**src/hdl/user_buffer_page_access_check_defines.svh**
```systemverilog
// Assertion macros shared by the page access checker RTL.
// Depends on nothing; included by the files that carry assertions.
`ifndef USER_BUFFER_PAGE_ACCESS_CHECK_DEFINES_SVH
`define USER_BUFFER_PAGE_ACCESS_CHECK_DEFINES_SVH

`ifndef ASSERT_OFF
`define UBPAC_ASSERT(lbl, clk, rst_n, prop, msg) \
    lbl: assert property (@(posedge clk) disable iff (!rst_n) prop) else $error(msg);
`define UBPAC_ASSERT_ALWAYS(lbl, clk, prop, msg) \
    lbl: assert property (@(posedge clk) prop) else $error(msg);
`else
`define UBPAC_ASSERT(lbl, clk, rst_n, prop, msg)
`define UBPAC_ASSERT_ALWAYS(lbl, clk, prop, msg)
`endif

`endif

```
**src/hdl/ubpac_pkg.sv**
```systemverilog
// Types and constants of the user buffer page access checker.
// Depends on nothing; used by every other file of the block except the macro header.
`timescale 1ns / 1ps

package ubpac_pkg;

    localparam int ADDR_W    = 32;
    localparam int COUNT_W   = 32;
    localparam int ENTRY_W   = 32;
    localparam int DIR_W     = 10;
    localparam int TBL_W     = 10;
    localparam int PAGE_BITS = 12;
    localparam int PN_W      = DIR_W + TBL_W;
    localparam int FLAGS_W   = 4;
    localparam int COW_W     = 5;
    localparam int CMD_W     = 2;
    localparam int CFG_IDX_W = 2;
    localparam int CFG_DATA_W = 32;

    localparam int DIR_SLOTS    = 1 << DIR_W;
    localparam int PAGE_ENTRIES = 1 << PN_W;

    localparam logic [CMD_W-1:0] CMD_DIR_WR = 2'd0;
    localparam logic [CMD_W-1:0] CMD_TBL_WR = 2'd1;
    localparam logic [CMD_W-1:0] CMD_CHECK  = 2'd2;

    localparam logic [CFG_IDX_W-1:0] CFG_WIN_LOW  = 2'd0;
    localparam logic [CFG_IDX_W-1:0] CFG_WIN_HIGH = 2'd1;
    localparam logic [CFG_IDX_W-1:0] CFG_COW_POS  = 2'd2;

    localparam logic [ADDR_W-1:0] WIN_LOW_RST  = 32'h0040_0000;
    localparam logic [ADDR_W-1:0] WIN_HIGH_RST = 32'hC000_0000;
    localparam logic [COW_W-1:0]  COW_POS_RST  = 5'd9;

    localparam int FLG_PRESENT  = 0;
    localparam int FLG_WRITABLE = 1;
    localparam int FLG_USER     = 2;
    localparam int FLG_COW      = 3;

    typedef struct packed {
        logic [ADDR_W-1:0] win_low;
        logic [ADDR_W-1:0] win_high;
        logic [COW_W-1:0]  cow_pos;
    } t_cfg;

    typedef struct packed {
        logic [CMD_W-1:0]   command;
        logic [DIR_W-1:0]   dir_index;
        logic [TBL_W-1:0]   table_index;
        logic [FLAGS_W-1:0] flags;
        logic               early;
        logic               early_ok;
        logic [PN_W-1:0]    first_pn;
        logic [PN_W-1:0]    last_pn;
        logic               wr_access;
    } t_job;

endpackage

```
**src/hdl/ubpac_cmd_if.sv**
```systemverilog
// Command channel of the page access checker: valid, ready and one input beat.
// Depends on ubpac_pkg for the field widths.
`timescale 1ns / 1ps

interface ubpac_cmd_if;
    import ubpac_pkg::*;

    logic                 valid;
    logic                 ready;
    logic [CMD_W-1:0]     command;
    logic [DIR_W-1:0]     dir_index;
    logic [TBL_W-1:0]     table_index;
    logic [ENTRY_W-1:0]   entry_value;
    logic [ADDR_W-1:0]    start_address;
    logic [COUNT_W-1:0]   byte_count;
    logic                 wr_access;

    modport source (
        output valid, command, dir_index, table_index, entry_value,
               start_address, byte_count, wr_access,
        input  ready
    );

    modport sink (
        input  valid, command, dir_index, table_index, entry_value,
               start_address, byte_count, wr_access,
        output ready
    );
endinterface

```
**src/hdl/ubpac_front.sv**
```systemverilog
// Front end: takes command beats, classifies them and decides range checks
// that need no table walk. Depends on ubpac_pkg and ubpac_cmd_if.
`timescale 1ns / 1ps

module ubpac_front (
    input  logic             i_clk,
    input  logic             i_rst_n,
    input  ubpac_pkg::t_cfg  i_cfg,
    input  logic             i_hold,
    ubpac_cmd_if.sink        i_cmd,
    output logic             o_push,
    output ubpac_pkg::t_job  o_job,
    input  logic             i_full
);
    import ubpac_pkg::*;

    logic                 r_valid;
    logic [CMD_W-1:0]     r_command;
    logic [DIR_W-1:0]     r_dir_index;
    logic [TBL_W-1:0]     r_table_index;
    logic [ENTRY_W-1:0]   r_entry_value;
    logic [ADDR_W-1:0]    r_start_address;
    logic [COUNT_W-1:0]   r_byte_count;
    logic                 r_wr_access;

    logic                 known;
    logic                 advance;
    logic [ADDR_W:0]      sum;
    logic [ADDR_W-1:0]    range_end;
    logic                 wraps;
    logic                 empty_range;
    logic                 outside;

    assign known = (r_command == CMD_DIR_WR) || (r_command == CMD_TBL_WR)
                || (r_command == CMD_CHECK);
    assign advance = r_valid && (!known || !i_full);
    assign o_push  = r_valid && known && !i_full;
    assign i_cmd.ready = !i_hold && (!r_valid || advance);

    always_comb begin
        sum         = {1'b0, r_start_address} + {1'b0, r_byte_count};
        range_end   = sum[ADDR_W-1:0];
        wraps       = sum[ADDR_W];
        empty_range = (r_byte_count == '0);
        outside     = (r_start_address < i_cfg.win_low) || (range_end > i_cfg.win_high);

        o_job.command     = r_command;
        o_job.dir_index   = r_dir_index;
        o_job.table_index = r_table_index;
        o_job.wr_access   = r_wr_access;
        if (r_command == CMD_TBL_WR) begin
            o_job.flags = {r_entry_value[i_cfg.cow_pos], r_entry_value[FLG_USER:FLG_PRESENT]};
        end else begin
            o_job.flags = {{(FLAGS_W-1){1'b0}}, r_entry_value[FLG_PRESENT]};
        end
        o_job.early    = wraps || empty_range || outside;
        o_job.early_ok = !wraps && empty_range;
        o_job.first_pn = r_start_address[ADDR_W-1:PAGE_BITS];
        o_job.last_pn  = range_end[ADDR_W-1:PAGE_BITS]
                       - PN_W'(range_end[PAGE_BITS-1:0] == '0);
    end

    always_ff @(posedge i_clk) begin
        if (!i_rst_n) begin
            r_valid <= 1'b0;
        end else if (i_cmd.ready) begin
            r_valid <= i_cmd.valid;
        end else if (advance) begin
            r_valid <= 1'b0;
        end
    end

    always_ff @(posedge i_clk) begin
        if (i_cmd.valid && i_cmd.ready) begin
            r_command       <= i_cmd.command;
            r_dir_index     <= i_cmd.dir_index;
            r_table_index   <= i_cmd.table_index;
            r_entry_value   <= i_cmd.entry_value;
            r_start_address <= i_cmd.start_address;
            r_byte_count    <= i_cmd.byte_count;
            r_wr_access     <= i_cmd.wr_access;
        end
    end
endmodule

```
**src/flat_wrapper.sv**
```systemverilog
// flat-port wrapper written by rule: the top's interface ports become plain ports
module ubpac_front_flat import ubpac_pkg::*;
  (i_clk, i_rst_n, i_cfg, i_hold, o_push, o_job, i_full, i_cmd_valid, i_cmd_command, i_cmd_dir_index, i_cmd_table_index, i_cmd_entry_value, i_cmd_start_address, i_cmd_byte_count, i_cmd_wr_access, i_cmd_ready);
  ubpac_cmd_if i_cmd_i ();
  input  logic i_clk;
  input  logic i_rst_n;
  input  ubpac_pkg::t_cfg i_cfg;
  input  logic i_hold;
  output logic o_push;
  output ubpac_pkg::t_job o_job;
  input  logic i_full;
  input wire logic [$bits(i_cmd_i.valid)-1:0] i_cmd_valid;
  input wire logic [$bits(i_cmd_i.command)-1:0] i_cmd_command;
  input wire logic [$bits(i_cmd_i.dir_index)-1:0] i_cmd_dir_index;
  input wire logic [$bits(i_cmd_i.table_index)-1:0] i_cmd_table_index;
  input wire logic [$bits(i_cmd_i.entry_value)-1:0] i_cmd_entry_value;
  input wire logic [$bits(i_cmd_i.start_address)-1:0] i_cmd_start_address;
  input wire logic [$bits(i_cmd_i.byte_count)-1:0] i_cmd_byte_count;
  input wire logic [$bits(i_cmd_i.wr_access)-1:0] i_cmd_wr_access;
  output wire logic [$bits(i_cmd_i.ready)-1:0] i_cmd_ready;
  assign i_cmd_i.valid = i_cmd_valid;
  assign i_cmd_i.command = i_cmd_command;
  assign i_cmd_i.dir_index = i_cmd_dir_index;
  assign i_cmd_i.table_index = i_cmd_table_index;
  assign i_cmd_i.entry_value = i_cmd_entry_value;
  assign i_cmd_i.start_address = i_cmd_start_address;
  assign i_cmd_i.byte_count = i_cmd_byte_count;
  assign i_cmd_i.wr_access = i_cmd_wr_access;
  assign i_cmd_ready = i_cmd_i.ready;
  ubpac_front u_core (.i_clk(i_clk), .i_rst_n(i_rst_n), .i_cfg(i_cfg), .i_hold(i_hold), .i_cmd(i_cmd_i), .o_push(o_push), .o_job(o_job), .i_full(i_full));
endmodule
```
**config.mk**
```make
export PLATFORM = sky130hd
export DESIGN_NAME = ubpac_front_flat
export DESIGN_NICKNAME = d
export VERILOG_FILES = /design/src/hdl/user_buffer_page_access_check_defines.svh /design/src/hdl/ubpac_pkg.sv /design/src/hdl/ubpac_cmd_if.sv /design/src/hdl/ubpac_front.sv /design/src/flat_wrapper.sv
export SDC_FILE = /design/constraint.sdc
export NUM_CORES = 1
export LEC_CHECK = 0
export BUFFER_PORTS_ARGS = -buffer_cell sky130_fd_sc_hd__buf_4
export CORE_UTILIZATION = 55
export DETAILED_ROUTE_END_ITERATION = 16
export HOLD_SLACK_MARGIN = 0.05
export PLACE_DENSITY = 0.89
export SLEW_MARGIN = 20
export SYNTH_ARGS = -nofsm -noshare
export SYNTH_HDL_FRONTEND = slang
export SYNTH_SLANG_ARGS = --single-unit
```
**constraint.sdc**
```tcl
create_clock -name i_clk -period 9.7 [get_ports i_clk]
set_clock_uncertainty 0.1 [all_clocks]
set_input_delay 0.97 -clock i_clk [delete_from_list [all_inputs] [get_ports i_clk]]
set_output_delay 0.97 -clock i_clk [all_outputs]
set_load 0.01 [all_outputs]
```
; After elaboration in Yosys (flattened, before gate mapping)
; Index checks and enable logic that the tools add are counted.
[classes]
n_addsub = 2
order_cmp = 3
eq_ne = 2
mux = 5
n_reduce_logical = 22
[op_table]
columns = cell, n
row1 = $add 32x32->33, 1
row2 = $gt 32x32->1, 1
row3 = $logic_not 32->1, 1
row4 = $lt 32x32->1, 1
row5 = $sub 20x1->20, 1
row6 = $logic_not 12->1, 1
row7 = $logic_or 1x1->1, 7
row8 = $logic_and 1x1->1, 6
row9 = $lt 5x6->1 const B, 1
row10 = $bmux 1 s5, 1
row11 = $logic_not 1->1, 5
row12 = $mux 4, 1
row13 = $mux 1, 3
row14 = $eq 2x1->1 const B, 1
row15 = $eq 2x2->1 const B, 1
row16 = $logic_not 2->1, 1
row17 = $reduce_bool 2->1, 1
[word_totals]
ff_bits = 120
inputBits = 193
out_inout_bits = 71
elab_cells = 42

; Depth between registers and ports, before layout
[logic_depth]
word_depth = 9
ltp_mapped = 19
mapped_depth_nobuf = 19

; Least setup slack after synthesis
; No wires, ideal clock.
[synth_timing]
path_kind = reg2out
from = register u_core.r_start_address[9]
to = output o_job[42] (netlist bit)
t_arrival_ns = 4.084
required_ns = 8.630
slack_ns = 4.546
path_stages_with_launch = 19
path_buffers = 1
cell_sequence = edfxtp_1 ha_1 buf_2 o21ai_0 o21bai_1 a211oi_2 o31ai_2 a31oi_1 xnor2_1 ha_1 a21o_1 a21o_1 a21o_1 a21o_1 a21oi_1 o21ai_0 a2111oi_0 nand3_1 a211o_1
[synth_rtl]
columns = item, line
row1 = "start, declared", ubpac_front.sv:22  ; logic [ADDR_W-1:0] r_start_address;
row2 = "start signal, assigned", ubpac_front.sv:79  ; r_start_address <= i_cmd.start_address;
row3 = "end, declared", flat_wrapper.sv:10  ; output ubpac_pkg::t_job o_job;

==> impl_metrics.ini <==
[status]
status = complete, no violations

[finish]
syn2layout_area_growth_pct = 31.2
diodes = 0
drive_gt1_frac = 0.343
finalNonFillerCells = 1182
final_core_util = 0.742
final_area_um2 = 10800
finish.net_count = 1275

[clocking]
cts.sinks = 120
htreeDepth = 4
cts_buffers = 17
cts.path.max_buffers = 2
clock_latency_ns = 0.40
post-cts-setup-buffers = 0
root_buffer = clkbuf_16
hold_buffers = 0
cts_resized = 0
clk_pin_slew_worst_paths_ns = 0.06
cts_tree = done

[grt]
gr-total-overflow = 0
met2_usage = 0.525
top_usage_layer = met2
grt_max_degree = 65
grt_pass1_vias = 6972
grt_pass1_wl_um = 35600
globalRouteMet3Util = 0.0717
gr-usage-all-layers = 0.296
antenna_found_initial = 0
met1_usage = 0.337

[floorplan]
ios = 264
coreArea_um2 = 14600
die_area_um2 = 15500
die_x_um = 124
start_util = 0.565
std_cell_rows = 44
die_y_um = 124

[logic_synthesis]
postSynthCellCount = 735
ys_warn_count = 0
synthFlopType = edfxtp_1
synth.area.top_cells = edfxtp_1, ha_1, inv_1
yosys-top-cells-count = edfxtp_1, ha_1, inv_1, nand2_1
yosysTopAreaCellShare = 0.433
yosysTopAreaCell = edfxtp_1
yosysMostFrequentCell = edfxtp_1
async_flop_share = 0
ys_seq_elements = 120
syn_nets = 1025
netlist_area_um2 = 8250
yosysSeqAreaShare = 0.436
syn_area_per_cell_um2 = 11.2
synth-edff-count = 119
ys_types = 80

[power_and_ir_drop]
power_mw = 1.62
max-vdd-ir-drop_uv = 164
p_leak_nw = 4.85
pwr_density_cell_nw_per_um2 = 150

[critical_path]
crit_path_end_kind = output pin
r2r_slack_ns = 6.94
crit_path_max_fanout = 9
reg2reg_to = u_core.r_byte_count[13]$_DFFE_PP_
worstPathRequired_ns = 8.63
cp.arrival_ns = 5.20
r2r_cells = 4
cp-startpoint = u_core.r_start_address[14]$_DFFE_PP_
timing.rr.start = u_core.r_command[1]$_DFFE_PP_
worstSetupStartpointType = register
worstSetupPathType = reg -> out

[placement]
io_buffers = 263
gp_congestion = 0.902
dpl.hpwl_um = 17700
numPlacedInstances = 1150
placed_area_um2 = 10200
dp_slack_ns = 3.89

[hold_path]
min_delay_worst_endpoint = u_core.r_byte_count[0]$_DFFE_PP_
hold_path.class = in -> reg
whs_path_depth = 1
worst_hold_startpoint = i_cmd_byte_count[0]

[route]
viasPerCell = 5.72
finalWirelength_um = 22300
first_iter_violations = 420
drc = 0
drt_pass1_iterations = 5
detail-route-antenna-nets = 0
vias = 6757
wl_per_cell_um = 18.9

[timing]
setup_ws_ns = 3.43
setup_tns_ns = 0
setup_viol = 0
hold_violations = 0
fmax_mhz = 160
finalCritPeriodShare = 0.646
rsz0062_at_grt = false
tightest_slew_ns = 0.821
hold-worst-slack_ns = 0.635
relSlewSlack = 0.451
maxSlewViolCount = 0
min_period_ns = 6.27

[run]
cap_violations = 0
registers in the layout, indices dropped and copies added, names as in the netlist:
name	cells
u_core.r_valid	1
u_core.r_table_index	10
u_core.r_start_address	32
u_core.r_entry_value	32
u_core.r_command	2
u_core.r_byte_count	32
u_core.r_dir_index	10
u_core.r_wr_access	1
worst max path at each step:
stage | end | slack, ns
2_1_floorplan | o_job[42] | 4.55
3_3_place_gp | o_job[42] | 4.02
3_5_place_dp | o_job[42] | 3.89
4_1_cts | o_job[42] | 3.45
5_1_grt | o_job[42] | 3.08
6_report | o_job[42] | 3.43
logic make-up (layout without fill, tap and decap cells):
group           Yosys count  in the layout  share of synthesized area
simple gates            186            186                      0.129
flops                   120            120                      0.436
compound gates          169            169                      0.151
buf+inv                 112            375                     0.0637
mux                      11             11                     0.0285
fa+ha+maj                97             97                      0.148
xor+xnor                 40             40                     0.0434
layout by cell type (no fill, tap or decap), types with 5 or more instances in the layout:
cell type	instances
clkbuf_16	17
o21bai_1	5
inv_1	79
nor3_1	10
mux4_2	10
nor4_1	13
a21o_1	27
nand4_1	21
edfxtp_1	119
xor2_1	13
nor2_1	33
o21ai_0	27
or3_1	5
a31oi_1	6
o211ai_1	7
nand2_1	41
ha_1	96
nand3_1	16
a21oi_1	33
nor2b_1	5
buf_4	264
xnor2_1	26
nand2b_1	7
a211oi_1	5
a21oi_2	7
report_power, final:
group          switching, mW  internal [mW]  leakage (nW)  total (mW)
Sequential            0.0128          0.599          1.12       0.611
Combinational          0.200          0.188          3.45       0.387
Clock                  0.223          0.401         0.272       0.624
Total                  0.435           1.19          4.85        1.62
worst max-delay path, cell delays in order (launching register included):
cell	delay (ns)
edfxtp_1	0.41
ha_1	0.53
nand2_1	0.16
a21oi_1	0.28
nand4_1	0.22
o31ai_2	0.36
a31oi_1	0.16
xnor2_1	0.45
ha_1	0.35
a21o_1	0.16
a21o_1	0.16
a21o_1	0.16
a21o_1	0.16
a21oi_1	0.12
o21ai_0	0.12
a2111oi_0	0.42
nand3_1	0.14
a211o_1	0.28
buf_4	0.14
per-layer routing:
layer | routed length (µm) | up-vias
li1 | - | 3257
met1 | 8480 | 3135
met2 | 11300 | 314
met3 | 1730 | 51
met4 | 768 | 0
met5 | 0 | -
area by class of cell:
cell class	count	area, µm²
sequential	120	3590
inverter	79	297
clock inverter	13	154
clock buffer	19	433
tap	184	230
timing repair buffer	264	1980
fill	974	3770
multi-input combinational	503	4130
(Power assumes the default switching activity.)
