==> config.mk <==
export PLATFORM = sky130hd
export DESIGN_NAME = ubpac_queue
export DESIGN_NICKNAME = d
export VERILOG_FILES = /design/src/hdl/user_buffer_page_access_check_defines.svh /design/src/hdl/ubpac_pkg.sv /design/src/hdl/ubpac_queue.sv
export SDC_FILE = /design/constraint.sdc
export NUM_CORES = 1
export LEC_CHECK = 0
export BUFFER_PORTS_ARGS = -buffer_cell sky130_fd_sc_hd__clkbuf_2
export CORE_ASPECT_RATIO = 0.8
export CORE_UTILIZATION = 52
export CTS_CLUSTER_DIAMETER = 80
export DETAILED_ROUTE_END_ITERATION = 10
export GPL_ROUTABILITY_DRIVEN = 0
export PLACE_DENSITY_LB_ADDON = 0.3
export REMOVE_ABC_BUFFERS = 1
export SYNTH_ARGS = -nofsm -noshare
export SYNTH_HDL_FRONTEND = slang
export SYNTH_SLANG_ARGS = --single-unit
==> constraint.sdc <==
create_clock -name i_clk -period 3.9 [get_ports i_clk]
set_clock_uncertainty 0.1 [all_clocks]
set_input_delay 0.195 -clock i_clk [delete_from_list [all_inputs] [get_ports i_clk]]
set_output_delay 0.195 -clock i_clk [all_outputs]
set_load 0.005 [all_outputs]
==> src/hdl/user_buffer_page_access_check_defines.svh <==
// Assertion macros shared by the page access checker RTL.
// Depends on nothing; included by the files that carry assertions.
`ifndef USER_BUFFER_PAGE_ACCESS_CHECK_DEFINES_SVH
`define USER_BUFFER_PAGE_ACCESS_CHECK_DEFINES_SVH

`ifndef ASSERT_OFF
`define UBPAC_ASSERT(lbl, clk, rst_n, prop, msg) \
    lbl: assert property (@(posedge clk) disable iff (!rst_n) prop) else $error(msg);
`define UBPAC_ASSERT_ALWAYS(lbl, clk, prop, msg) \
    lbl: assert property (@(posedge clk) prop) else $error(msg);
`else
`define UBPAC_ASSERT(lbl, clk, rst_n, prop, msg)
`define UBPAC_ASSERT_ALWAYS(lbl, clk, prop, msg)
`endif

`endif

==> src/hdl/ubpac_pkg.sv <==
// Types and constants of the user buffer page access checker.
// Depends on nothing; used by every other file of the block except the macro header.
`timescale 1ns / 1ps

package ubpac_pkg;

    localparam int ADDR_W    = 32;
    localparam int COUNT_W   = 32;
    localparam int ENTRY_W   = 32;
    localparam int DIR_W     = 10;
    localparam int TBL_W     = 10;
    localparam int PAGE_BITS = 12;
    localparam int PN_W      = DIR_W + TBL_W;
    localparam int FLAGS_W   = 4;
    localparam int COW_W     = 5;
    localparam int CMD_W     = 2;
    localparam int CFG_IDX_W = 2;
    localparam int CFG_DATA_W = 32;

    localparam int DIR_SLOTS    = 1 << DIR_W;
    localparam int PAGE_ENTRIES = 1 << PN_W;

    localparam logic [CMD_W-1:0] CMD_DIR_WR = 2'd0;
    localparam logic [CMD_W-1:0] CMD_TBL_WR = 2'd1;
    localparam logic [CMD_W-1:0] CMD_CHECK  = 2'd2;

    localparam logic [CFG_IDX_W-1:0] CFG_WIN_LOW  = 2'd0;
    localparam logic [CFG_IDX_W-1:0] CFG_WIN_HIGH = 2'd1;
    localparam logic [CFG_IDX_W-1:0] CFG_COW_POS  = 2'd2;

    localparam logic [ADDR_W-1:0] WIN_LOW_RST  = 32'h0040_0000;
    localparam logic [ADDR_W-1:0] WIN_HIGH_RST = 32'hC000_0000;
    localparam logic [COW_W-1:0]  COW_POS_RST  = 5'd9;

    localparam int FLG_PRESENT  = 0;
    localparam int FLG_WRITABLE = 1;
    localparam int FLG_USER     = 2;
    localparam int FLG_COW      = 3;

    typedef struct packed {
        logic [ADDR_W-1:0] win_low;
        logic [ADDR_W-1:0] win_high;
        logic [COW_W-1:0]  cow_pos;
    } t_cfg;

    typedef struct packed {
        logic [CMD_W-1:0]   command;
        logic [DIR_W-1:0]   dir_index;
        logic [TBL_W-1:0]   table_index;
        logic [FLAGS_W-1:0] flags;
        logic               early;
        logic               early_ok;
        logic [PN_W-1:0]    first_pn;
        logic [PN_W-1:0]    last_pn;
        logic               wr_access;
    } t_job;

endpackage

==> src/hdl/ubpac_queue.sv <==
// Short job queue between the front end and the table walker.
// Depends on ubpac_pkg for the job type.
`timescale 1ns / 1ps

module ubpac_queue #(
    parameter int DEPTH = 4
) (
    input  logic             i_clk,
    input  logic             i_rst_n,
    input  logic             i_push,
    input  ubpac_pkg::t_job  i_job,
    output logic             o_full,
    input  logic             i_pop,
    output ubpac_pkg::t_job  o_job,
    output logic             o_empty
);
    import ubpac_pkg::*;

    localparam int PTR_W = (DEPTH > 1) ? $clog2(DEPTH) : 1;
    localparam int CNT_W = $clog2(DEPTH + 1);

    t_job               r_slots [DEPTH];
    logic [PTR_W-1:0]   r_wr_ptr;
    logic [PTR_W-1:0]   r_rd_ptr;
    logic [CNT_W-1:0]   r_count;
    logic [PTR_W-1:0]   n_wr_ptr;
    logic [PTR_W-1:0]   n_rd_ptr;
    logic               do_push;
    logic               do_pop;

    assign o_full  = (r_count == CNT_W'(DEPTH));
    assign o_empty = (r_count == '0);
    assign do_push = i_push && !o_full;
    assign do_pop  = i_pop && !o_empty;
    assign o_job   = r_slots[r_rd_ptr];

    always_comb begin
        n_wr_ptr = (r_wr_ptr == PTR_W'(DEPTH - 1)) ? '0 : r_wr_ptr + 1'b1;
        n_rd_ptr = (r_rd_ptr == PTR_W'(DEPTH - 1)) ? '0 : r_rd_ptr + 1'b1;
    end

    always_ff @(posedge i_clk) begin
        if (!i_rst_n) begin
            r_wr_ptr <= '0;
            r_rd_ptr <= '0;
            r_count  <= '0;
        end else begin
            if (do_push) begin
                r_wr_ptr <= n_wr_ptr;
            end
            if (do_pop) begin
                r_rd_ptr <= n_rd_ptr;
            end
            if (do_push && !do_pop) begin
                r_count <= r_count + 1'b1;
            end else if (do_pop && !do_push) begin
                r_count <= r_count - 1'b1;
            end
        end
    end

    always_ff @(posedge i_clk) begin
        if (do_push) begin
            r_slots[r_wr_ptr] <= i_job;
        end
    end
endmodule

; ---- Yosys cells after proc, flatten, opt, wreduce, memory -nomap -nowiden
; Memory sizes are Yosys's and may differ from the RTL's. A register that Yosys moved wholly into a read port is not among the register bits.
; Cells that the tools add are included.
[totals]
mem_count = 1
ram_bits = 276
register_bits = 7
elab_cells = 29
latch_bits = 0
output_inout_bits = 71
input_bits = 73
romBits = 0
[op_classes]
n_mul = 0
add_sub_neg = 4
n_shift = 0
n_bitwise = 0
eq_ne = 3
mux = 8
n_reduce_logical = 10
order_cmp = 0
n_div = 0
[mem_list]
columns = memory, words, word_bits, read_ports, rd_clocked_by_memory_dff, write_ports, line
row1 = r_slots, 4, 69, 1, 1, 1, ubpac_queue.sv:22  ; t_job r_slots [DEPTH];
[op_table]
columns = op, n
row1 = 2-bit two-way mux, 4
row2 = 3-bit two-way mux, 2
row3 = 2-bit by 1-bit adder with 2-bit output (second input constant), 2
row4 = 2-bit == test (second input constant), 2
row5 = 1-bit logical AND, 4
row6 = 1-bit logical NOT, 4
row7 = 3-bit by 1-bit adder with 3-bit output (second input constant), 1
row8 = 3-bit == test (second input constant), 1
row9 = 3-bit logical NOT, 1
row10 = 3-bit by 1-bit subtractor with 3-bit output (second input constant), 1
row11 = 1-bit two-way mux, 2
row12 = 2-bit nonzero test, 1

; ---- Longest topological paths before layout
; Gate-level depths: netlist of the first run.
[depth]
depth_word = 7
mapped_depth = 9
depth_no_buf = 8

; ---- Worst setup path before layout of the first run
; No wires, ideal clock.
[synth_path]
path_type = register to register
from = register r_count[0]
to = memory r_slots[1][0] (netlist name), enable pin
stages_incl_launch_ff = 5
setup_slack_ns = 0.863
n_path_buf = 1
setup_ns = 0.435
required_time_ns = 3.365
period_less_slack_ns = 3.037
t_arrival_ns = 2.502
cell_sequence = dfxtp_1 > nor3b_1 > nor2b_1 > clkbuf_1 > and2_1
[synth_between]
elab_chain_len = 5
[synth_rtl]
columns = item, line
row1 = "start, declared", ubpac_queue.sv:25  ; logic [CNT_W-1:0] r_count;
row2 = "start signal, assigned", ubpac_queue.sv:55  ; r_count <= r_count + 1'b1;
row3 = "start signal, assigned", ubpac_queue.sv:57  ; r_count <= r_count - 1'b1;
row4 = 3-bit == test, ubpac_queue.sv:31  ; assign o_full = (r_count == CNT_W'(DEPTH));
row5 = via o_full, ubpac_queue.sv:12  ; output logic o_full,
row6 = 1-bit logical NOT, ubpac_queue.sv:33  ; assign do_push = i_push && !o_full;
row7 = 1-bit logical AND, ubpac_queue.sv:33
row8 = via do_push, ubpac_queue.sv:28  ; logic do_push;
row9 = 1-bit two-way mux, ubpac_queue.sv:63  ; if (do_push) begin
row10 = 1-bit two-way mux (not written as such), ubpac_queue.sv:64  ; r_slots[r_wr_ptr] <= i_job;
row11 = "end, declared", ubpac_queue.sv:22
; The timed path passes the listed nets, and every way through them passes these cells.

==> reports/results.txt, run 1 <==
outcome: complete, no violations
Clock Path Buffers: 3
antenna violations before repair: 0
# diodes: 0
critical path class: reg -> out
Post-Syn Instances: 412
Top Ports: 144
Detailed Route WL: 18,560 µm
clk root buf: clkbuf_16
GR Util All Layers: 0.1863
largest net degree at the start of global routing: 70
fin cells: 915
Avg Vias per Cell: 5.386
Setup WS post-layout: 1.205 ns
hold_sp: i_push
Yosys reg bits: 285
DP Worst Slack: 1.234 ns
R2R Path Start: r_count[0]$_SDFFE_PN0P_
Tcrit/Tclk final: 0.6910
Cell Area, Synth: 10,440 µm²
largest family of logic cells by synthesized area: multiplexers
clk slew on worst S/H paths: 0.06 ns
clk_lat worst skew: 0.52 ns
number of flops mapped to enable cells by yosys: 276
CTS H-tree lvls: 1
WP data arrival: 2.40 ns
Seq/Total Area, Yosys: 0.8112
Core Util, Final: 0.6688
vias: 4,928
count leader, synth: edfxtp_1
cell taking the most area after synthesis: edfxtp_1
Final setup viols: 0
min-delay worst type: in -> reg
Reg2Reg Setup Slack: 1.28 ns
Worst slew margin: 0.2912
vias in the first global route: 5,218
Final Hold Vio Count: 0
CTS Sinks: 285
first-pass GRT wire length: 28,930 µm
Worst VDD drop: 0.5464 mV
Slew @ Worst Pin: 1.063 ns
asr flop ratio synth: 0
drt wl/cell: 20.29 µm
Die ar.: 20,650 µm²
post-synthesis mux area share: 0.1517
Max-Cap Viols: 0
Final #Nets: 720
Avg Inst Size Synth: 25.34 µm²
buffers added on ports: 143
DP Wirelength: 10,390 µm
Post-Synth Adder-Cell Area: 0.009109
1st-iter DRT viols: 373
worst-path fanout max: 30
Hold Path Stages: 3
Fin Setup TNS: 0 ns
Leak: 4.423 nW
post-synth top area share: 0.7940
FF-to-FF path depth: 8
effective utilization at floorplan: 0.5405
post-route ant nets: 0
CP endpoint kind: output port
First-pass DRT Iterations: 4
share of layout cells above drive strength 1: 0.3957
gr ovfl total: 0
worst path required time: 3.61 ns
CTS-repair resized insts: 0
crit path time final: 2.695 ns
WHS: 0.06938 ns
die width: 160.4 µm
Post-Synth XOR/XNOR Area: 0.001678
Ys Warns: 0
Chip Height: 128.7 µm
number of max-slew violations in the final report: 0
maximum clock rate: 0.3711 GHz
RSZ-0062 raised after global routing: no
CTS tree: done
Synth cell types: 25
post-layout instance area: 12,920 µm²
Reg-to-Reg End: r_count[2]$_SDFFE_PN0P_
# rows: 45
top post-synthesis cells by area: edfxtp_1 (79%), mux4_2 (15%), dfxtp_1 (1.7%)
total design power: 7.928 mW
post-placement cell count: 798
main flop type after synthesis: edfxtp_1
Simple-Gate Fraction of Synth Area: 0.009829
Core Area: 19,310 µm²
Critical Path Start Type: flop
drc violations: 0
synth cell count leaders: edfxtp_1 (276), mux4_2 (69), dfxtp_1 (9)
area fraction in compound gates after synthesis: 0.002877
placed inst area: 11,390 µm²
worst hold endpoint: r_wr_ptr[1]$_SDFFE_PN0P_
Area growth syn-to-layout: 23.73%
CTS Buf Count: 27
pwr dens: 613.8 nW/µm²
==> worst max path at each step <==
stage / start / end / cells after the start
final: flop / o_job[15] / 3
after CTS: flop / o_job[15] / 3
after global placement: r_count[0]$_SDFFE_PN0P_ / r_slots[1][10]$_DFFE_PP_ / 3
after global routing: flop / o_job[67] / 3
after floorplan: flop / o_job[0] / 1
after detailed placement: r_count[0]$_SDFFE_PN0P_ / r_count[2]$_SDFFE_PN0P_ / 8
==> cells by family (layout without fill, tap and decap cells) <==
| logic type | Yosys count | after routing |
|---|---|---|
| compound gates | 5 | 5 |
| xor+xnor | 2 | 2 |
| fa+ha+maj | 7 | 7 |
| buf+inv | 21 | 266 |
| flops | 285 | 285 |
| mux | 72 | 72 |
| simple gates | 20 | 20 |
==> layout make-up <==
cell class,count,area [µm²]
repair buffers,217,1449
inverters,3,11.26
multi-input cells,106,1839
flip-flops and latches,285,8476
well taps,258,322.8
fillers,1278,6396
clock inverters,19,142.6
clock buffers,27,675.6
==> report_power, final <==
| group | leakage [nW] | internal [mW] | switching (mW) | total, mW |
|---|---|---|---|---|
| combinational | 1.41 | 0.850 | 0.703 | 1.55 |
| clock | 0.408 | 1.38 | 1.05 | 2.43 |
| sequential | 2.60 | 3.74 | 0.207 | 3.94 |
==> worst max-delay path: stages, from the launching register on <==
cell and delay [ns]:
dfxtp_4 0.72, buf_4 0.43, mux4_2 0.56, clkbuf_2 0.15
==> metal layers <==
metal  global-route usage  wire length (µm)  part of all wire  up-vias
met5                    0                 0                 0        -
met4              0.04146               263             0.014        0
met3              0.04030              1071             0.058       23
met2               0.2972              8865              0.48      148
met1               0.2695              8361              0.45     2543
li1                     -                 -                 -     2214
==> registers in the layout, summed over array words and instances (netlist names), named ones only <==
| register | count |
|---|---|
| r_count | 3 |
| r_rd_ptr | 2 |
| r_slots | 276 |
| r_wr_ptr | 2 |
==> layout by cell type, fill, tap and decap left out <==
master / count
clkinvlp_4: 1
fa_1: 1
nor2b_1: 2
or3_1: 1
clkinv_1: 7
nor2_1: 2
o31ai_1: 1
buf_4: 3
clkbuf_16: 27
nor3_1: 1
nand2_1: 6
nand3_1: 2
dfxtp_1: 7
dfxtp_4: 2
a21boi_0: 1
clkinv_2: 8
inv_6: 1
inv_1: 3
ha_1: 6
xnor2_1: 1
dlygate4sd3_1: 71
and2_4: 4
and2_1: 1
o21ai_0: 3
edfxtp_1: 276
xor2_1: 1
mux2i_1: 3
clkbuf_2: 143
nor3b_1: 1
mux4_2: 69
bufinv_16: 2
==> what timing repair did <==
action | 4_1_cts | 5_1_grt
hold buffers | 71 | 0
hold endpoints to repair | 285 | 0
setup buffers | 0 | 0
(Power assumes the default switching activity.)
==> inputs of run 2 (changes only) <==
==> constraint.sdc (replaced) <==
create_clock -name i_clk -period 2.7 [get_ports i_clk]
set_clock_uncertainty 0.1 [all_clocks]
set_input_delay 0.135 -clock i_clk [delete_from_list [all_inputs] [get_ports i_clk]]
set_output_delay 0.135 -clock i_clk [all_outputs]
set_load 0.005 [all_outputs]
==> run 2 against run 1 <==
Utilization up 0.86 points. Non-clock buffer count up 9. Clock-buffer cell count up 4. Final cell count up 1.4%. Flip-flop and latch count unchanged. Critical path type unchanged.
==> reports/results.txt, run 2 (synthesis results as in run 1) <==
outcome: complete, no violations
max reg flops: 276 (unchanged)
CP endpoint kind: output port
First-pass DRT Iterations: 4 (unchanged)
crit path time final: 2.441 ns
worst-path fanout max: 28 (-6.7%)
Core Util, Final: 0.6774 (+0.008616)
FF-to-FF path depth: 7 (-1)
effective utilization at floorplan: 0.5405 (unchanged)
top flop regs: r_slots x276, r_count x3
Tcrit/Tclk final: 0.9042
Avg Vias per Cell: 5.383 (about the same)
die width: 160.4 µm (unchanged)
vias in the first global route: 5,508 (+5.6%)
pwr dens: 883.6 nW/µm² (+44%)
WP data arrival: 2.21 ns (-0.19 ns)
maximum clock rate: 0.4096 GHz
# rows: 45 (unchanged)
critical path class: reg -> out
min-delay worst type: in -> reg
Area growth syn-to-layout: 25.33%
post-route ant nets: 0 (unchanged)
Storage cell area: 8476 µm² (unchanged)
Max-Cap Viols: 0 (unchanged)
drt wl/cell: 20.57 µm (+1.4%)
clk root buf: clkbuf_16
largest net degree at the start of global routing: 70 (unchanged)
Final #Nets: 729 (+1.3%)
GR Util All Layers: 0.1934 (+0.007050)
most common library cell in the layout ignoring fill and taps: edfxtp_1
R2R Path Start: r_count[0]$_SDFFE_PN0P_
clk_lat worst skew: 0.53 ns (about the same)
CTS Sinks: 285 (unchanged)
Critical Path Start Type: flop
RSZ-0062 raised after global routing: no
clk slew on worst S/H paths: 0.06 ns (about the same)
Worst slew margin: 0.6842 (+0.3930)
vias: 4,995 (+1.4%)
DP Wirelength: 10,840 µm (+4.4%)
antenna violations before repair: 1 (+1)
Worst VDD drop: 0.5854 mV (+7.1%)
CTS Buf Count: 27 (unchanged)
Final Hold Vio Count: 0 (unchanged)
share of layout cells above drive strength 1: 0.3991 (+0.003365)
1st-iter DRT viols: 295 (-21%)
CTS H-tree lvls: 1 (unchanged)
number of max-slew violations in the final report: 0 (unchanged)
worst path required time: 2.47 ns (-1.14 ns)
Final setup viols: 0 (unchanged)
CTS-repair resized insts: 0 (unchanged)
Slew @ Worst Pin: 0.4737 ns (-0.5896 ns)
Clock Path Buffers: 3 (unchanged)
Hold Path Stages: 4 (+1)
Fillers: 1,229 (-3.8%)
buffers added on ports: 143 (unchanged)
Die ar.: 20,650 µm² (unchanged)
Top Ports: 144 (unchanged)
Fin Setup TNS: 0 ns (unchanged)
Detailed Route WL: 19,090 µm (+2.8%)
hold_sp: i_push
most frequent cells in the layout: edfxtp_1 (276), clkbuf_2 (143), dlygate4sd3_1 (71)
first-pass GRT wire length: 30,240 µm (+4.5%)
gr ovfl total: 0 (unchanged)
drc violations: 0 (unchanged)
Leak: 4.490 nW (+1.5%)
Biggest register: r_slots
CTS tree: done
area of the multi-input gates: 1839 µm² (unchanged)
Chip Height: 128.7 µm (unchanged)
total design power: 11.56 mW (+46%)
Core Area: 19,310 µm² (unchanged)
[run 2: cell count changes in the layout (fill, tap and decap cells not counted), sizes merged]
cell    before  now
buf          3   12
clkbuf     170  174
clkinv      15   14
diode        0    1
[run 2: worst paths after layout]
check                             endpoint  slack, ns
hold reg to reg                       flop       0.43
hold / removal    r_wr_ptr[0]$_SDFFE_PN0P_       0.05
setup / recovery                 o_job[21]       0.26
setup reg to reg   r_count[2]$_SDFFE_PN0P_       0.45
[run 2: metal layers]
| metal | vias to the layer above | global-route usage | routed length, µm |
|---|---|---|---|
| met5 | - | 0 | 0 |
| met3 | 24 | 0.04449 | 1151 |
| met1 | 2571 | 0.2716 | 8471 |
| li1 | 2241 | - | - |
| met4 | 0 | 0.04202 | 270 |
| met2 | 159 | 0.3150 | 9194 |
[run 2: report_power, final]
part	switching [mW]	internal (mW)
Clock	1.51	2.02
Sequential	0.212	5.39
Combinational	1.13	1.31
Total	2.85	8.71
[run 2: what timing repair did]
item | 4_1_cts | 5_1_grt
endpoints found under the hold margin | 285 | 0
endpoints found under the setup margin | 0 | 0
hold buffers | 71 | 0
setup buffers | 0 | 0
[run 2: critical path, cell delays in order, from the launching register on]
cell	delay, ns
dfxtp_4	0.64
buf_12	0.32
mux4_2	0.54
clkbuf_2	0.17
[run 2: final cells by class]
type	instances	share of cell area
Timing Repair Buffer	226	0.1226
Inverter	3	0.0008608
Multi-Input combinational cell	106	0.1406
Tap cell	258	0.02467
Clock inverter	18	0.01042
Sequential cell	285	0.6479
Antenna cell	1	0.0001913
Clock buffer	31	0.05279
[run 2: stage by stage]
| stage | hold WS, ns | setup slack, ns | cell area (µm²) | std cells |
|---|---|---|---|---|
| 2_1_floorplan | 0.1339 | -1.122 | 10310 | 394 |
| 3_3_place_gp | 0.2464 | 0.5897 | 11540 | 807 |
| 3_5_place_dp | 0.2572 | 0.4459 | 11540 | 807 |
| 4_1_cts | 0.02950 | 0.1767 | 13080 | 927 |
| 5_1_grt | 0.04318 | 0.1049 | 13080 | 928 |
| 6_report | 0.04751 | 0.2586 | 13080 | 928 |
==> inputs of run 3 (changes only) <==
--- a/config.mk
+++ b/config.mk
@@ -8,10 +8,11 @@
 export BUFFER_PORTS_ARGS = -buffer_cell sky130_fd_sc_hd__clkbuf_2
 export CORE_ASPECT_RATIO = 0.8
 export CORE_UTILIZATION = 52
+export CTS_BUF_LIST = sky130_fd_sc_hd__clkbuf_8
 export CTS_CLUSTER_DIAMETER = 80
 export DETAILED_ROUTE_END_ITERATION = 10
 export GPL_ROUTABILITY_DRIVEN = 0
-export PLACE_DENSITY_LB_ADDON = 0.3
+export PLACE_DENSITY = 0.8
 export REMOVE_ABC_BUFFERS = 1
 export SYNTH_ARGS = -nofsm -noshare
 export SYNTH_HDL_FRONTEND = slang
==> run 3 against run 2 <==
Global-route usage decreased by 0.14 points. Power decreased by 3.2%. Maximum frequency up 0.63%. Wire length fell by 0.51%. Utilization down 0.36 points. Clock power shrank 9.7%. Critical endpoint is now o_job[66].
==> reports/results.txt, run 3 (synthesis results as in run 1) <==
RSZ-0062 raised after global routing: no
post-CTS setup buffers: 0 (unchanged)
crit path time final: 2.426 ns (-0.01539 ns)
most frequent cells in the layout: edfxtp_1 (276), clkbuf_2 (143), dlygate4sd3_1 (71)
post-layout instance area: 13,010 µm² (-0.53%)
net switching power: 2.839 mW (-0.26%)
Hold Path Stages: 4 (unchanged)
WP data arrival: 2.19 ns (-0.02 ns)
power share of the combinational group: 0.214 (+0.003)
top flop regs: r_slots x276, r_count x3
Worst VDD drop: 0.5331 mV (-8.9%)
Final Hold Vio Count: 0 (unchanged)
Slew @ Worst Pin: 0.5595 ns (+0.08581 ns)
1st-iter DRT viols: 355 (+20%)
Clock Path Buffers: 3 (unchanged)
Final setup viols: 0 (unchanged)
CTS tree: done
max reg flops: 276 (unchanged)
gr ovfl total: 0 (unchanged)
drc violations: 0 (unchanged)
Final #Nets: 748 (+2.6%)
Tcrit/Tclk final: 0.8985 (-0.005699)
worst-path fanout max: 36 (+29%)
hold-fix buffer count after cts: 71 (unchanged)
Core Area: 19,310 µm² (unchanged)
worst path required time: 2.47 ns (about the same)
Bufs and invs on worst path: 2 (unchanged)
Chip Height: 128.7 µm (unchanged)
clk root buf: clkbuf_8
pwr dens: 859.7 nW/µm² (-2.7%)
worst stage delay on the critical path: 0.58 ns (-0.06 ns)
CTS-repair resized insts: 0 (unchanged)
cells along the critical path: buf_12 -> mux4_2 -> clkbuf_2
largest net degree at the start of global routing: 37 (-47%)
Biggest register: r_slots
vias: 5,070 (+1.5%)
CTS Sinks: 285 (unchanged)
clock share of power: 0.284 (-0.021)
vias in the first global route: 5,406 (-1.9%)
maximum clock rate: 0.4122 GHz (+0.63%)
min-delay worst type: in -> reg
Detailed Route WL: 18,990 µm (-0.51%)
DP Worst Slack: 0.4325 ns (-0.01334 ns)
CTS H-tree lvls: 2 (+1)
Leak: 4.543 nW (+1.2%)
outcome: complete, no violations
Sw Share: 0.2537 (+0.007508)
Int Power: 8.349 mW (-4.2%)
GR Util All Layers: 0.1920 (-0.001412)
Worst slew margin: 0.6270 (-0.05721)
effective utilization at floorplan: 0.5405 (unchanged)
number of max-slew violations in the final report: 0 (unchanged)
clk_lat worst skew: 0.52 ns (about the same)
delay-heaviest family, CP: flip-flops
First-pass DRT Iterations: 4 (unchanged)
# rows: 45 (unchanged)
Setup WS post-layout: 0.2740 ns (+0.01539 ns)
slowest cell on the critical path: dfxtp_4
Area growth syn-to-layout: 24.67%
placed inst area: 11,520 µm² (-0.17%)
Top Ports: 144 (unchanged)
CTS Buf Count: 42 (+56%)
most common library cell in the layout ignoring fill and taps: edfxtp_1
DP Wirelength: 11,520 µm (+6.2%)
drt wl/cell: 19.78 µm (-3.8%)
antenna violations before repair: 0 (-1)
first-pass GRT wire length: 29,570 µm (-2.2%)
number of cells on the critical path: 3 (unchanged)
Reg power frac: 0.501 (+0.017)
Avg Vias per Cell: 5.281 (-1.9%)
die width: 160.4 µm (unchanged)
Critical Path Start Type: flop
FF-to-FF path depth: 7 (unchanged)
buffers added on ports: 143 (unchanged)
post-route ant nets: 0 (unchanged)
critical path class: reg -> out
share of layout cells above drive strength 1: 0.4023 (+0.003179)
clk slew on worst S/H paths: 0.06 ns (about the same)
Max-Cap Viols: 0 (unchanged)
CP endpoint kind: output port
Die ar.: 20,650 µm² (unchanged)
==> run 3: cell types whose count changed in the layout (fill, tap and decap cells not counted) <==
cell       previous run  this run
buf_12                7         3
buf_4                 5        13
clkbuf_1              4         0
clkbuf_16            27         0
clkbuf_8              0        43
clkinv_1              8        13
clkinv_2              6         2
inv_1                 3        19
inv_6                 1         0
==> run 3: layer usage <==
metal	vias to the layer above	part of all wire	track usage
li1	2280	-	-
met1	2579	0.42	0.2625
met2	187	0.49	0.3109
met3	24	0.080	0.04932
met4	0	0.012	0.05490
met5	-	0	0
==> run 3: layout make-up <==
| class | count | area, µm² |
|---|---|---|
| timing repair buffer | 230 | 1584 |
| clock inverter | 34 | 186.4 |
| sequential | 285 | 8476 |
| inverter | 3 | 11.26 |
| tap | 258 | 322.8 |
| fill | 1199 | 6299 |
| antenna | 1 | 2.502 |
| clock buffer | 43 | 591.8 |
| multi-input combinational | 106 | 1839 |
==> run 3: worst paths after layout <==
path / startpoint / endpoint / slack, ns
hold / removal: i_push / r_wr_ptr[0]$_SDFFE_PN0P_ / 0.04
setup reg to reg: r_count[0]$_SDFFE_PN0P_ / r_count[2]$_SDFFE_PN0P_ / 0.40
hold reg to reg: r_wr_ptr[0]$_SDFFE_PN0P_ / r_wr_ptr[0]$_SDFFE_PN0P_ / 0.43
setup / recovery: flop / o_job[66] / 0.27
==> run 3: through the flow <==
stage	TNS, ns	util	hold WS [ns]	total power, mW	instances
3_3_place_gp	0	0.5966	0.2463	7.973	811
4_1_cts	0	0.6737	0.01407	11.37	959
6_report	0	0.6739	0.04376	11.19	960
5_1_grt	0	0.6737	0.05183	11.76	959
2_1_floorplan	-175.25	-	0.1339	7.079	394
3_5_place_dp	0	0.5966	0.2556	8.068	811
==> run 3: worst reg2reg max path: stages, from the launching register on <==
cell	delay, ns
dfxtp_1	0.37
o31ai_1	0.35
ha_1	0.26
inv_1	0.07
fa_1	0.38
xor2_1	0.18
or3_1	0.31
a21boi_0	0.19
==> run 3: power groups by stage <==
stage                     clock [mW]  combinational, mW  sequential, mW
after detailed placement           0               2.36            5.71
after global placement             0               2.30            5.67
after global routing            3.48               2.62            5.67
after CTS                       3.29               2.45            5.62
after floorplan                    0               1.27            5.81
final                           3.18               2.40            5.61
